## config.mk

```make
export PLATFORM = sky130hd
export DESIGN_NAME = four_sensor_temperature_controller
export DESIGN_NICKNAME = d
export VERILOG_FILES = /design/src/rtl/core/tsc_pkg.sv /design/src/rtl/core/tsc_stats.sv /design/src/rtl/core/tsc_ctrl.sv /design/src/rtl/core/four_sensor_temperature_controller.sv
export SDC_FILE = /design/constraint.sdc
export NUM_CORES = 1
export LEC_CHECK = 0
export BUFFER_PORTS_ARGS = -buffer_cell sky130_fd_sc_hd__buf_2
export CORE_AREA = 10 10 155 265
export DETAILED_ROUTE_END_ITERATION = 10
export DIE_AREA = 0 0 165 275
export PLACE_DENSITY = 0.65
export REMOVE_ABC_BUFFERS = 1
export SLEW_MARGIN = 25
export SYNTH_ARGS = -nofsm -noshare
export SYNTH_HDL_FRONTEND = slang
export SYNTH_SLANG_ARGS = --single-unit
```

## constraint.sdc

```tcl
create_clock -name clk -period 9.9 [get_ports clk]
set_input_delay 0.99 -clock clk [delete_from_list [all_inputs] [get_ports clk]]
set_output_delay 0.99 -clock clk [all_outputs]
set_load 0.01 [all_outputs]
```

## src/rtl/core/tsc_pkg.sv

```systemverilog
// ----------------------------------------------------------------------------
// tsc_pkg
// Shared types and constants for the four-sensor temperature controller.
// ----------------------------------------------------------------------------
package tsc_pkg;

  // Raw conversion width and the reduced temperature width.
  localparam int SENSOR_BITS  = 10;
  localparam int TEMP_BITS    = 8;
  localparam int NUM_SENSORS  = 4;
  localparam int DROP_BITS    = SENSOR_BITS - TEMP_BITS;

  // Result field widths.
  localparam int SUM_BITS     = 10;
  localparam int SQ_BITS      = 2 * TEMP_BITS;
  localparam int SUMSQ_BITS   = SQ_BITS + 2;
  localparam int WIDE_BITS    = 2 * SUM_BITS;
  localparam int VAR_BITS     = 18;
  localparam int LEVEL_BITS   = 15;
  localparam int LEVEL16_BITS = LEVEL_BITS + 4;
  localparam int DUTY_BITS    = 8;
  localparam int GAIN_BITS    = 4;
  localparam int PROD_BITS    = TEMP_BITS + GAIN_BITS;

  localparam logic [GAIN_BITS-1:0] DUTY_GAIN = GAIN_BITS'(10);
  localparam logic [PROD_BITS-1:0] DUTY_MAX  = PROD_BITS'(255);

  // Configuration register indexes (byte address bits [3:2]).
  localparam int CFG_ADDR_BITS = 4;
  localparam logic [1:0] REG_TARGET  = 2'd0;
  localparam logic [1:0] REG_FAN_OFF = 2'd1;
  localparam logic [1:0] REG_FAN_ON  = 2'd2;

  typedef logic [NUM_SENSORS-1:0][SENSOR_BITS-1:0] samples_t;

  typedef struct packed {
    logic [SUM_BITS-1:0] sum;
    logic [VAR_BITS-1:0] var16;
  } stats_t;

  typedef struct packed {
    logic [TEMP_BITS-1:0]  target;
    logic [LEVEL_BITS-1:0] fan_off;
    logic [LEVEL_BITS-1:0] fan_on;
  } cfg_t;

endpackage

```

## src/rtl/core/tsc_stats.sv

```systemverilog
// ----------------------------------------------------------------------------
// tsc_stats
// Reduces the four samples to 8 bits and forms their sum and 16x variance.
// ----------------------------------------------------------------------------
module tsc_stats (
  input  tsc_pkg::samples_t smp,
  output tsc_pkg::stats_t   stats
);

  logic [tsc_pkg::TEMP_BITS-1:0]  temp  [tsc_pkg::NUM_SENSORS];
  logic [tsc_pkg::SQ_BITS-1:0]    sq    [tsc_pkg::NUM_SENSORS];
  logic [tsc_pkg::SUM_BITS-1:0]   sum;
  logic [tsc_pkg::SUMSQ_BITS-1:0] sumsq;
  logic [tsc_pkg::WIDE_BITS-1:0]  sum_sq;
  logic [tsc_pkg::WIDE_BITS-1:0]  var_wide;

  always_comb begin
    sum   = '0;
    sumsq = '0;
    for (int k = 0; k < tsc_pkg::NUM_SENSORS; k++) begin
      temp[k] = smp[k][tsc_pkg::SENSOR_BITS-1:tsc_pkg::DROP_BITS];
      sq[k]   = tsc_pkg::SQ_BITS'(temp[k]) * tsc_pkg::SQ_BITS'(temp[k]);
      sum     = sum + tsc_pkg::SUM_BITS'(temp[k]);
      sumsq   = sumsq + tsc_pkg::SUMSQ_BITS'(sq[k]);
    end
    sum_sq = tsc_pkg::WIDE_BITS'(sum) * tsc_pkg::WIDE_BITS'(sum);
    // Four times the sum of squares never falls below the squared sum.
    var_wide = {sumsq, 2'b00} - sum_sq;
    stats.sum   = sum;
    stats.var16 = var_wide[tsc_pkg::VAR_BITS-1:0];
  end

endmodule

```

## src/rtl/core/tsc_ctrl.sv

```systemverilog
// ----------------------------------------------------------------------------
// tsc_ctrl
// Fan hysteresis, heater compare and heater duty, with the two state flags.
// ----------------------------------------------------------------------------
module tsc_ctrl (
  input  logic                           clk,
  input  logic                           rst_n,
  input  logic                           upd,
  input  tsc_pkg::stats_t                stats,
  input  tsc_pkg::cfg_t                  cfg,
  output logic                           fan_nxt,
  output logic                           heater_nxt,
  output logic [tsc_pkg::DUTY_BITS-1:0]  duty
);

  logic                               fan_state_r;
  logic                               heater_state_r;
  logic [tsc_pkg::LEVEL16_BITS-1:0]   var_ext;
  logic [tsc_pkg::LEVEL16_BITS-1:0]   on16;
  logic [tsc_pkg::LEVEL16_BITS-1:0]   off16;
  logic [tsc_pkg::TEMP_BITS-1:0]      mean;
  logic [tsc_pkg::TEMP_BITS-1:0]      diff;
  logic [tsc_pkg::PROD_BITS-1:0]      prod;

  always_comb begin
    var_ext = tsc_pkg::LEVEL16_BITS'(stats.var16);
    on16    = {cfg.fan_on, 4'b0000};
    off16   = {cfg.fan_off, 4'b0000};
    // The on test wins when the two levels overlap.
    if (var_ext > on16) begin
      fan_nxt = 1'b1;
    end else if (var_ext < off16) begin
      fan_nxt = 1'b0;
    end else begin
      fan_nxt = fan_state_r;
    end

    mean = stats.sum[tsc_pkg::SUM_BITS-1:2];
    if (mean > cfg.target) begin
      heater_nxt = 1'b0;
    end else if (mean < cfg.target) begin
      heater_nxt = 1'b1;
    end else begin
      heater_nxt = heater_state_r;
    end

    // Only used when the mean is below the target, so it never wraps there.
    diff = cfg.target - mean;
    prod = tsc_pkg::PROD_BITS'(diff) *
           tsc_pkg::PROD_BITS'(tsc_pkg::DUTY_GAIN);
    if (mean >= cfg.target) begin
      duty = '0;
    end else if (prod > tsc_pkg::DUTY_MAX) begin
      duty = tsc_pkg::DUTY_MAX[tsc_pkg::DUTY_BITS-1:0];
    end else begin
      duty = prod[tsc_pkg::DUTY_BITS-1:0];
    end
  end

  always_ff @(posedge clk) begin
    if (!rst_n) begin
      fan_state_r    <= 1'b0;
      heater_state_r <= 1'b0;
    end else if (upd) begin
      fan_state_r    <= fan_nxt;
      heater_state_r <= heater_nxt;
    end
  end

  a_fan_on: assert property (@(posedge clk) disable iff (!rst_n)
    upd && (var_ext > on16) |=> fan_state_r)
    else $error("fan did not turn on above the on level");

  a_heater_on: assert property (@(posedge clk) disable iff (!rst_n)
    upd && (mean < cfg.target) |=> heater_state_r)
    else $error("heater did not turn on below target");

  a_heater_off: assert property (@(posedge clk) disable iff (!rst_n)
    upd && (mean > cfg.target) |=> !heater_state_r)
    else $error("heater did not turn off above target");

  a_hold: assert property (@(posedge clk) disable iff (!rst_n)
    !upd |=> $stable(fan_state_r) && $stable(heater_state_r))
    else $error("state flags changed without a transaction");

endmodule

```

## src/rtl/core/four_sensor_temperature_controller.sv

```systemverilog
// ----------------------------------------------------------------------------
// four_sensor_temperature_controller
// Mean, variance, fan hysteresis and heater drive for four sensor samples.
// ----------------------------------------------------------------------------
// Usage:
//   A transaction on the in_ channel carries four raw 10-bit conversions.
//   Each produces exactly one transaction on the out_ channel with the sum
//   of the reduced samples, the variance times 16, the fan and heater flags
//   and the heater duty value.
//   Samples are captured in an input register; the result is computed from
//   it and captured in the output register, which drives the out_ channel.
//   While out_tready is high, one transaction per cycle is sustained,
//   since each register loads in the same cycle that its content moves on.
//   If the receiver holds out_tready low, the result stays in the output
//   register and one more transaction waits in the input register before
//   in_tready drops.
//   The fan and heater flags update in the order the results are produced.
//   Reset clears both flags, all three configuration registers and the
//   pipeline. Write the configuration registers through the cfg_ port only
//   while no transaction is in flight.
// ----------------------------------------------------------------------------
module four_sensor_temperature_controller (
  input  logic                              clk,
  input  logic                              rst_n,
  // sample_a[9:0], sample_b[19:10], sample_c[29:20], sample_d[39:30]
  input  logic [39:0]                       in_tdata,
  input  logic                              in_tvalid,
  output logic                              in_tready,
  // mean_quarters[9:0], variance_sixteenths[27:10], fan_enable[28],
  // heater_enable[29], heater_duty[37:30], zero[39:38]
  output logic [39:0]                       out_tdata,
  output logic                              out_tvalid,
  input  logic                              out_tready,
  input  logic                              cfg_psel,
  input  logic                              cfg_penable,
  input  logic                              cfg_pwrite,
  input  logic [tsc_pkg::CFG_ADDR_BITS-1:0] cfg_paddr,
  input  logic [31:0]                       cfg_pwdata,
  output logic [31:0]                       cfg_prdata,
  output logic                              cfg_pready
);

  tsc_pkg::samples_t                 smp_r;
  logic                              smp_valid_r;
  logic                              out_valid_r;
  tsc_pkg::stats_t                   res_stats_r;
  logic                              res_fan_r;
  logic                              res_heater_r;
  logic [tsc_pkg::DUTY_BITS-1:0]     res_duty_r;
  tsc_pkg::cfg_t                     cfg_r;
  tsc_pkg::stats_t                   stats;
  logic                              fan_nxt;
  logic                              heater_nxt;
  logic [tsc_pkg::DUTY_BITS-1:0]     duty;
  logic                              out_load;
  logic                              in_accept;
  logic                              cfg_write;
  logic [1:0]                        cfg_idx;

  assign out_load  = smp_valid_r && (!out_valid_r || out_tready);
  assign in_tready = !smp_valid_r || out_load;
  assign in_accept = in_tvalid && in_tready;

  always_ff @(posedge clk) begin
    if (!rst_n) begin
      smp_valid_r <= 1'b0;
      out_valid_r <= 1'b0;
    end else begin
      if (in_tready) begin
        smp_valid_r <= in_tvalid;
      end
      if (out_load) begin
        out_valid_r <= 1'b1;
      end else if (out_tready) begin
        out_valid_r <= 1'b0;
      end
    end
  end

  always_ff @(posedge clk) begin
    if (in_accept) begin
      smp_r <= in_tdata;
    end
    if (out_load) begin
      res_stats_r  <= stats;
      res_fan_r    <= fan_nxt;
      res_heater_r <= heater_nxt;
      res_duty_r   <= duty;
    end
  end

  tsc_stats u_stats (
    .smp   (smp_r),
    .stats (stats)
  );

  tsc_ctrl u_ctrl (
    .clk        (clk),
    .rst_n      (rst_n),
    .upd        (out_load),
    .stats      (stats),
    .cfg        (cfg_r),
    .fan_nxt    (fan_nxt),
    .heater_nxt (heater_nxt),
    .duty       (duty)
  );

  assign out_tvalid = out_valid_r;
  assign out_tdata  = {2'b00, res_duty_r, res_heater_r, res_fan_r,
                       res_stats_r.var16, res_stats_r.sum};

  // Configuration port.
  assign cfg_pready = 1'b1;
  assign cfg_idx    = cfg_paddr[3:2];
  assign cfg_write  = cfg_psel && cfg_penable && cfg_pwrite && cfg_pready;

  always_ff @(posedge clk) begin
    if (!rst_n) begin
      cfg_r <= '0;
    end else if (cfg_write) begin
      case (cfg_idx)
        tsc_pkg::REG_TARGET: begin
          cfg_r.target <= cfg_pwdata[tsc_pkg::TEMP_BITS-1:0];
        end
        tsc_pkg::REG_FAN_OFF: begin
          cfg_r.fan_off <= cfg_pwdata[tsc_pkg::LEVEL_BITS-1:0];
        end
        tsc_pkg::REG_FAN_ON: begin
          cfg_r.fan_on <= cfg_pwdata[tsc_pkg::LEVEL_BITS-1:0];
        end
        default: begin
        end
      endcase
    end
  end

  always_comb begin
    case (cfg_idx)
      tsc_pkg::REG_TARGET:  cfg_prdata = 32'(cfg_r.target);
      tsc_pkg::REG_FAN_OFF: cfg_prdata = 32'(cfg_r.fan_off);
      tsc_pkg::REG_FAN_ON:  cfg_prdata = 32'(cfg_r.fan_on);
      default:              cfg_prdata = '0;
    endcase
  end

endmodule
```

# Word level (Yosys, flattened, before mapping)
# Cells that the tools add are included.
[word_totals] register_bits=120 out_inout_bits=75
[classes] n_addsub=8 multipliers=6 magnitude_cmp=6 eq_ne=2 mux=8 n_reduce_logical=13
[op_table] op="multiplier 8 x 8 -> 16 bit" n=4
[op_table] op="adder 16 bit" n=3
[op_table] op="case mux 15 bit (3 select lines)" n=1
[op_table] op="adder 10 x 8 -> 10 bit" n=2
[op_table] op="> comparator 18 x 19 -> 1 bit" n=1
[op_table] op="less-than comparator 18 x 19 -> 1 bit" n=1
[op_table] op="multiplier 10 x 10 -> 18 bit" n=1
[op_table] op="subtractor 18 bit" n=1
[op_table] op="> comparator 12 x 8 -> 1 bit, second input constant" n=1
[op_table] op="multiplier 8 x 3 -> 11 bit, second input constant" n=1
[op_table] op="adder 8 x 8 -> 9 bit" n=1
[op_table] op="greater-or-equal comparator 8 bit" n=1
[op_table] op="> comparator 8 bit" n=1
[op_table] op="less-than comparator 8 bit" n=1
[op_table] op="two-way mux 8 bit" n=1
[op_table] op="subtractor 8 bit" n=1
[op_table] op="two-way mux 1 bit" n=6
[op_table] op="AND reduction 2 bit" n=3
[op_table] op="logical AND 1 bit" n=4
[op_table] op="== test 2 x 1 -> 1 bit, second input constant" n=1
[op_table] op="== test 2 bit, second input constant" n=1
[op_table] op="logical NOT 1 bit" n=2
[op_table] op="logical NOT 2 bit" n=1
[op_table] op="logical OR 1 bit" n=2
[op_table] op="nonzero test 2 bit" n=1

# Longest topological paths before layout
# Gate-level depths: netlist of run 1.
[depth] word_depth=8 ltp_mapped=47 mapped_depth_nobuf=47

# Hierarchy
# From an unflattened synthesis of run 1, not the netlist that was laid out.
[unflattened] hier_cells=1667 area_unflattened_um2=16751.1
[modules_own_cells] module="tsc_stats" n_inst=1 cells_each=1133 area_each_um2=10615.2 seq_area_each_um2=0.0
[modules_own_cells] module="four_sensor_temperature_controller" n_inst=1 cells_each=292 area_each_um2=4307.9 seq_area_each_um2=3143.0
[modules_own_cells] module="tsc_ctrl" n_inst=1 cells_each=242 area_each_um2=1828.0 seq_area_each_um2=40.0

# Least setup slack after synthesis of run 1
# Ideal clock, no wire load.
[synth_timing] kind="reg-to-reg" start="reg smp_r[34] (netlist bit)" end="reg res_fan_r (data pin)" setup_time_ps=254 arrival_ps=9853 setup_slack_ps=-207 stages_incl_launch_ff=43 path_buffers=0 cell_sequence="edfxtp_1 -> clkinv_1 -> nor2_1 -> inv_1 -> fa_1 -> inv_1 -> fa_1 -> inv_1 -> fa_1 -> inv_1 -> fa_1 -> inv_1 -> fa_1 -> fa_1 -> fa_1 -> fa_1 -> inv_1 -> ha_1 -> (+7 left out) -> fa_1 -> inv_1 -> ha_1 -> inv_1 -> o21bai_1 -> nor3_1 -> and2_1 -> o21ai_1 -> a211oi_1 -> o21bai_1 -> xor2_1 -> ha_1 -> a21o_1 -> a21oi_1 -> nor2_1 -> a211oi_1 -> a21oi_1 -> a21o_1"
[synth_rtl] element="start, declared" line="four_sensor_temperature_controller.sv:43" rtl="tsc_pkg::samples_t smp_r;"
[synth_rtl] element="start signal, assigned" line="four_sensor_temperature_controller.sv:82" rtl="smp_r <= in_tdata;"
[synth_rtl] element="end signal, assigned" line="four_sensor_temperature_controller.sv:86" rtl="res_fan_r <= fan_nxt;"
[synth_rtl] element="end, declared" line="four_sensor_temperature_controller.sv:47" rtl="logic res_fan_r;"

==> results_dict.tcl, run 1 <==
set metrics [dict create \
    post-synth-top-count-cell "inv_1" \
    ctsRootBufferMaster "clkbuf_16" \
    cp_slowest_stage_delay_ns 0.60 \
    synth-edff-count 68 \
    path_common_cell "fa_1" \
    final_area_sq_um 19400 \
    wl_um 42940 \
    antenna_cells 0 \
    firstDrtPassIters 5 \
    antenna_found_initial 0 \
    hold_violations 0 \
    via_per_inst 4.959 \
    max_slew_margin 0.4116 \
    num-fill-cells 3385 \
    core_area_sq_um 36540 \
    portBuffers 110 \
    place_inst 2417 \
    num_rows 93 \
    setup_viol 2 \
    synth_commonest_cells "inv_1, fa_1, ha_1" \
    crit_arrival_ns 10.46 \
    synth_cell_type_count 68 \
    ant_nets 0 \
    cts.reportedPaths.clkPinSlew_ns 0.09 \
    ios 158 \
    critPathKind "flop to flop" \
    rsz0062_at_grt "yes" \
    violations "negative setup slack" \
    die_w_um 165 \
    min_period_over_period 1.041 \
    syn_area_sq_um 16250 \
    insertion_delay_ns 0.40 \
    worst_slack_ns -0.4091 \
    rrSetupSlack_ns -0.41 \
    r2r_start "smp_r[9]" \
    crit_start "smp_r[9]" \
    drt_iter0_markers 452 \
    cts_buffer_depth 2 \
    initial_core_util 0.4447 \
    slew_viol_final 0 \
    cp-end-kind "flop" \
    yosys.area.top_type "fa_1" \
    outcome "finished, violations left" \
    crit-reg2reg-capture "res_fan_r" \
    synth.yosys.warnings 0 \
    cp.required_ns 10.05 \
    synth_top_area_share 0.3105 \
    gp_congestion 0.8993 \
    regArea_sq_um 2883 \
    multi_input_area_sq_um 11890 \
    synth.avg_cell_area_sq_um 9.580 \
    placed_cell_area_sq_um 18450 \
    yosys_most_used_dff "edfxtp_1" \
    grt_pass1_vias 13795 \
    r2r_cells 41 \
    syn2layout_area_growth_pct 19.41 \
    cp-start-kind "flop" \
    grt_pass1_wl_um 68440 \
    endpoint "res_fan_r" \
    fin_crit_ns 10.31 \
    crit_path_top_delay_cell "fa_1" \
    vias 12174 \
    grt_max_degree 43 \
    cts.sinks 110 \
    pre_cts_ws_ns -0.8521 \
    syn_inst 1696 \
    worst_pin_slew_ns 0.8826 \
    ys_seq_area_frac 0.1774 \
    drive_gt1_frac 0.2126 \
    hold_buffers 0 \
    drcViolationCount 0 \
    cp_max_fo 4 \
    max_freq_ghz 0.09700 \
    synth_area_leaders "fa_1, ha_1, edfxtp_1" \
    final.setup.tns_ns -0.7670 \
    maxCapViolCount 0 \
    hold_class "flop to flop" \
    wl_per_cell_um 17.49 \
    nNetsFinal 2518 \
    cts_tree "built" \
    overflow 0 \
    synth_seq_cells 110 \
    dieArea_sq_um 45380 \
    cts_buffers 9 \
    finClkSkew_ns 0.01690 \
    cts_max_level 3 \
    grt_usage 0.1959 \
    hpwl_um 37780 \
    dieHeight_um 275 \
    ys_async_sr_fraction 0 \
    instances_no_fill 2455 \
]
-- cell families after synthesis --
| logic type | count (synthesis) | synth area share |
|---|---|---|
| buffers and inverters | 495 | 0.1202 |
| flip-flops | 110 | 0.1774 |
| other | 2 | 0.0004622 |
| AO/OA/AOI/OAI | 196 | 0.08355 |
| AND/OR/NAND/NOR | 350 | 0.1004 |
| XOR/XNOR | 63 | 0.03488 |
| multiplexers | 20 | 0.01240 |
| adder cells (fa/ha/maj) | 460 | 0.4707 |
-- layout make-up --
cell class                      count  area share
Clock inverter                      6    0.004450
Clock buffer                       10     0.01290
Multi-Input combinational cell   1109      0.6129
Tap cell                          475     0.03063
Inverter                          449     0.08700
Sequential cell                   110      0.1486
Timing Repair Buffer              296      0.1035
-- registers in the layout, indices dropped and copies added, names as in the netlist --
register               flops
res_heater_r               1
smp_valid_r                1
out_tvalid                 1
cfg_r                     38
u_ctrl.fan_state_r         1
u_ctrl.heater_state_r      1
res_fan_r                  1
smp_r                     32
res_duty_r                 8
out_tdata                 26
-- stage by stage --
stage | utilization | hold slack, ns
2_1_floorplan | - | 0.4477
3_5_place_dp | 0.5050 | 0.4754
4_1_cts | 0.5263 | 0.4898
6_report | 0.5310 | 0.4854
3_3_place_gp | 0.5043 | 0.4663
5_1_grt | 0.5310 | 0.5074
-- metal layers --
layer	part of all wire	GRT usage	vias up
met5	0	0	-
met4	0.068	0.1293	0
met3	0.031	0.02500	125
met2	0.59	0.3875	240
met1	0.31	0.1767	6075
li1	-	-	5734
-- cells in the final DEF, fill, tap and decap left out, types with 4 or more instances in the layout --
| cell | instances |
|---|---|
| a22o_1 | 7 |
| a21oi_1 | 40 |
| nand2_1 | 135 |
| o211ai_1 | 4 |
| ha_1 | 195 |
| a21o_1 | 25 |
| fa_1 | 244 |
| clkbuf_16 | 10 |
| inv_1 | 425 |
| xnor2_1 | 42 |
| nand3_1 | 6 |
| o21bai_1 | 6 |
| xor2_1 | 16 |
| conb_1 | 20 |
| and2_4 | 5 |
| nor3_1 | 9 |
| and2_1 | 35 |
| nor2_1 | 78 |
| a21oi_4 | 5 |
| nor2_2 | 10 |
| mux2i_1 | 19 |
| edfxtp_1 | 68 |
| inv_2 | 21 |
| buf_2 | 110 |
| dfxtp_1 | 42 |
| o21ai_1 | 6 |
| nor2b_1 | 31 |
| o21a_1 | 11 |
| buf_6 | 11 |
| fa_2 | 8 |
| a21boi_0 | 30 |
| buf_4 | 174 |
| nand4_1 | 7 |
| ha_4 | 12 |
| o21ai_0 | 27 |
| nand2_2 | 7 |
-- repair_timing --
action,4_1_cts,5_1_grt
setup endpoints to repair,2,2
resized for setup,78,31
setup buffers,16,8
pin swaps,83,47
-- worst min path at each step --
stage	startpoint	to	slack, ns	cells after the start
global route	u_ctrl.fan_state_r	u_ctrl.fan_state_r	0.51	2
floorplan	cfg_r[13]	cfg_r[13]	0.45	2
CTS	u_ctrl.fan_state_r	u_ctrl.fan_state_r	0.49	2
global placement	u_ctrl.fan_state_r	u_ctrl.fan_state_r	0.47	2
finish	cfg_r[12]	cfg_r[12]	0.49	2
detailed placement	u_ctrl.fan_state_r	u_ctrl.fan_state_r	0.48	2
-- critical path: cells and delay by family (launching register included) --
kind	cells	cell delay [ns]
compound gates	7	0.88
xor+xnor	3	0.46
fa+ha+maj	14	6.28
buf+inv	9	0.58
flops	1	0.55
simple gates	8	1.32
Power of run 1 is not shown: default switching activity piles up to over one toggle a cycle in this logic, so the estimate is an artifact.
==> run 2, diff against run 1 <==
- CORE_AREA: 10 10 155 265 -> 10 10 160 274
- DIE_AREA: 0 0 165 275 -> 0 0 170 284
- PLACE_DENSITY: 0.65 -> unset
==> run 2 against run 1 <==
Against the previous run:
- the run still ends with negative setup slack left
- flip-flop and latch count stayed put
- sequential share of layout area fell by 0.11 points
- clock-buffer cell count unchanged
- utilization is 3.0 points lower
- maximum frequency up 1.7%
- final cell count is 1.3% higher
- via count shrank 0.25%
- clock skew is 0.0042 ns higher
- register-to-register slack improved by 0.17 ns
- largest cell class unchanged
- highest routed layer unchanged
==> results_dict.tcl, run 2 (same netlist as run 1, synthesis figures left out) <==
set metrics [dict create \
    outcome "finished, violations left" \
    violations "negative setup slack" \
    antenna_found_initial 0 \
    worst_slack_ns -0.2355 \
    endpoint "res_fan_r" \
    vias 12144 \
    critPathKind "flop to flop" \
    crit_start "smp_r[33]" \
    layout_commonest_cell "inv_1" \
    most-common-layout-cells "inv_1, fa_1, ha_1, buf_4, nand2_1" \
    initial_core_util 0.4162 \
    grt_pass1_vias 13486 \
    drive_gt1_frac 0.2305 \
    wl_um 43470 \
    cp.required_ns 10.04 \
    placed_cell_area_sq_um 18500 \
    hold_buffers 0 \
    portBuffers 110 \
    nNetsFinal 2534 \
    wl_met1_um 13860 \
    slew_viol_final 0 \
    grt_pass1_wl_um 67980 \
    wl_met2_um 25320 \
    ant_nets 0 \
    grt_usage 0.1820 \
    dieArea_sq_um 48280 \
    rsz0062_at_grt "yes" \
    wl_met3_um 1414 \
    cts.sinks 110 \
    r2r_start "smp_r[33]" \
    ctsRootBufferMaster "clkbuf_16" \
    path_common_cell "fa_1" \
    cp-end-kind "flop" \
    rrSetupSlack_ns -0.24 \
    maxCapViolCount 0 \
    cp_slowest_stage_delay_ns 0.58 \
    overflow 0 \
    setup_viol 2 \
    dr.max_layer_used "met4" \
    r2r_cells 39 \
    core_area_sq_um 39040 \
    largest-register "cfg_r" \
    finClkSkew_ns 0.02109 \
    cts.reportedPaths.clkPinSlew_ns 0.08 \
    max_freq_ghz 0.09866 \
    dieHeight_um 284 \
    syn2layout_area_growth_pct 20.29 \
    pre_cts_ws_ns -0.8028 \
    crit_arrival_ns 10.28 \
    worst_pin_slew_ns 0.9113 \
    hold_class "flop to flop" \
    fin_crit_ns 10.14 \
    cts_tree "built" \
    critical_path_depth 39 \
    cp-start-kind "flop" \
    cts_buffer_depth 2 \
    cts_buffers 9 \
    largest_reg_flops 38 \
    hold_violations 0 \
    crit-reg2reg-capture "res_fan_r" \
    final_area_sq_um 19550 \
    max_slew_margin 0.3907 \
    die_w_um 170 \
    num_rows 96 \
    cp_max_fo 4 \
    drt_iter0_markers 477 \
    insertion_delay_ns 0.39 \
    cp_num_buf_inv 10 \
    path_delay_family "adder cells" \
    via_per_inst 4.885 \
    cts_max_level 3 \
    min_period_over_period 1.024 \
    ios 158 \
    drcViolationCount 0 \
    gp_congestion 0.8834 \
    hpwl_um 38140 \
    crit_path_top_delay_cell "fa_2" \
    firstDrtPassIters 6 \
    wl_per_cell_um 17.49 \
    grt_max_degree 43 \
    antenna_cells 0 \
]
[run 2: cell count changes in the layout (fill, tap and decap cells not counted), moves of 3 or more]
| cell | before | now |
|---|---|---|
| buf_6 | 11 | 14 |
| inv_1 | 425 | 413 |
| fa_1 | 244 | 247 |
| fa_2 | 8 | 5 |
| a21oi_2 | 3 | 7 |
| inv_2 | 21 | 34 |
| buf_4 | 174 | 188 |
| a21oi_1 | 40 | 37 |
[run 2: cell type report]
cell class	count	area, sq um
clock buffers	10	229.0
fillers	3641	19490
flip-flops and latches	110	2883
inverters	449	1688
well taps	490	613.1
multi-input cells	1109	11970
clock inverters	6	45.04
repair buffers	312	2120
[run 2: worst reg2reg max path: cells and delay by family, from the launching register on]
| kind | cells | cell delay (ns) |
|---|---|---|
| fa+ha+maj | 14 | 6.37 |
| compound gates | 10 | 1.55 |
| buf+inv | 10 | 0.92 |
| flops | 1 | 0.44 |
| simple gates | 3 | 0.25 |
| mux | 1 | 0.21 |
| xor+xnor | 1 | 0.15 |
[run 2: metrics by stage]
step | setup TNS (ns) | hold WS [ns] | cells | utilization
floorplan | -0.2723 | 0.4477 | 1668 | -
global placement | -1.114 | 0.4648 | 2435 | 0.4735
detailed placement | -1.517 | 0.4732 | 2435 | 0.4738
CTS | -0.8506 | 0.4838 | 2465 | 0.4890
global route | -1.111 | 0.5052 | 2486 | 0.5007
finish | -0.4504 | 0.4781 | 2486 | 0.5007
[run 2: metal layers]
layer	vias to the layer above	track usage
li1	5776	-
met1	5998	0.1600
met2	260	0.3657
met3	110	0.02548
met4	0	0.1149
met5	-	0
[run 2: how the worst min path moves through the flow]
stage | start | end | slack (ns) | depth (start not counted)
after floorplan | cfg_r[13] | cfg_r[13] | 0.45 | 2
after detailed placement | cfg_r[13] | cfg_r[13] | 0.47 | 2
final | cfg_r[13] | cfg_r[13] | 0.48 | 2
after global placement | cfg_r[13] | cfg_r[13] | 0.46 | 2
after CTS | cfg_r[13] | cfg_r[13] | 0.48 | 2
after global routing | cfg_r[13] | cfg_r[13] | 0.51 | 2
[run 2: what timing repair did]
action,CTS,global route
pin swaps,70,92
gates resized for setup,54,81
buffers inserted,14,21
cloned,0,0
setup endpoints to repair,2,2
Power of run 2 is left out for the same reason.
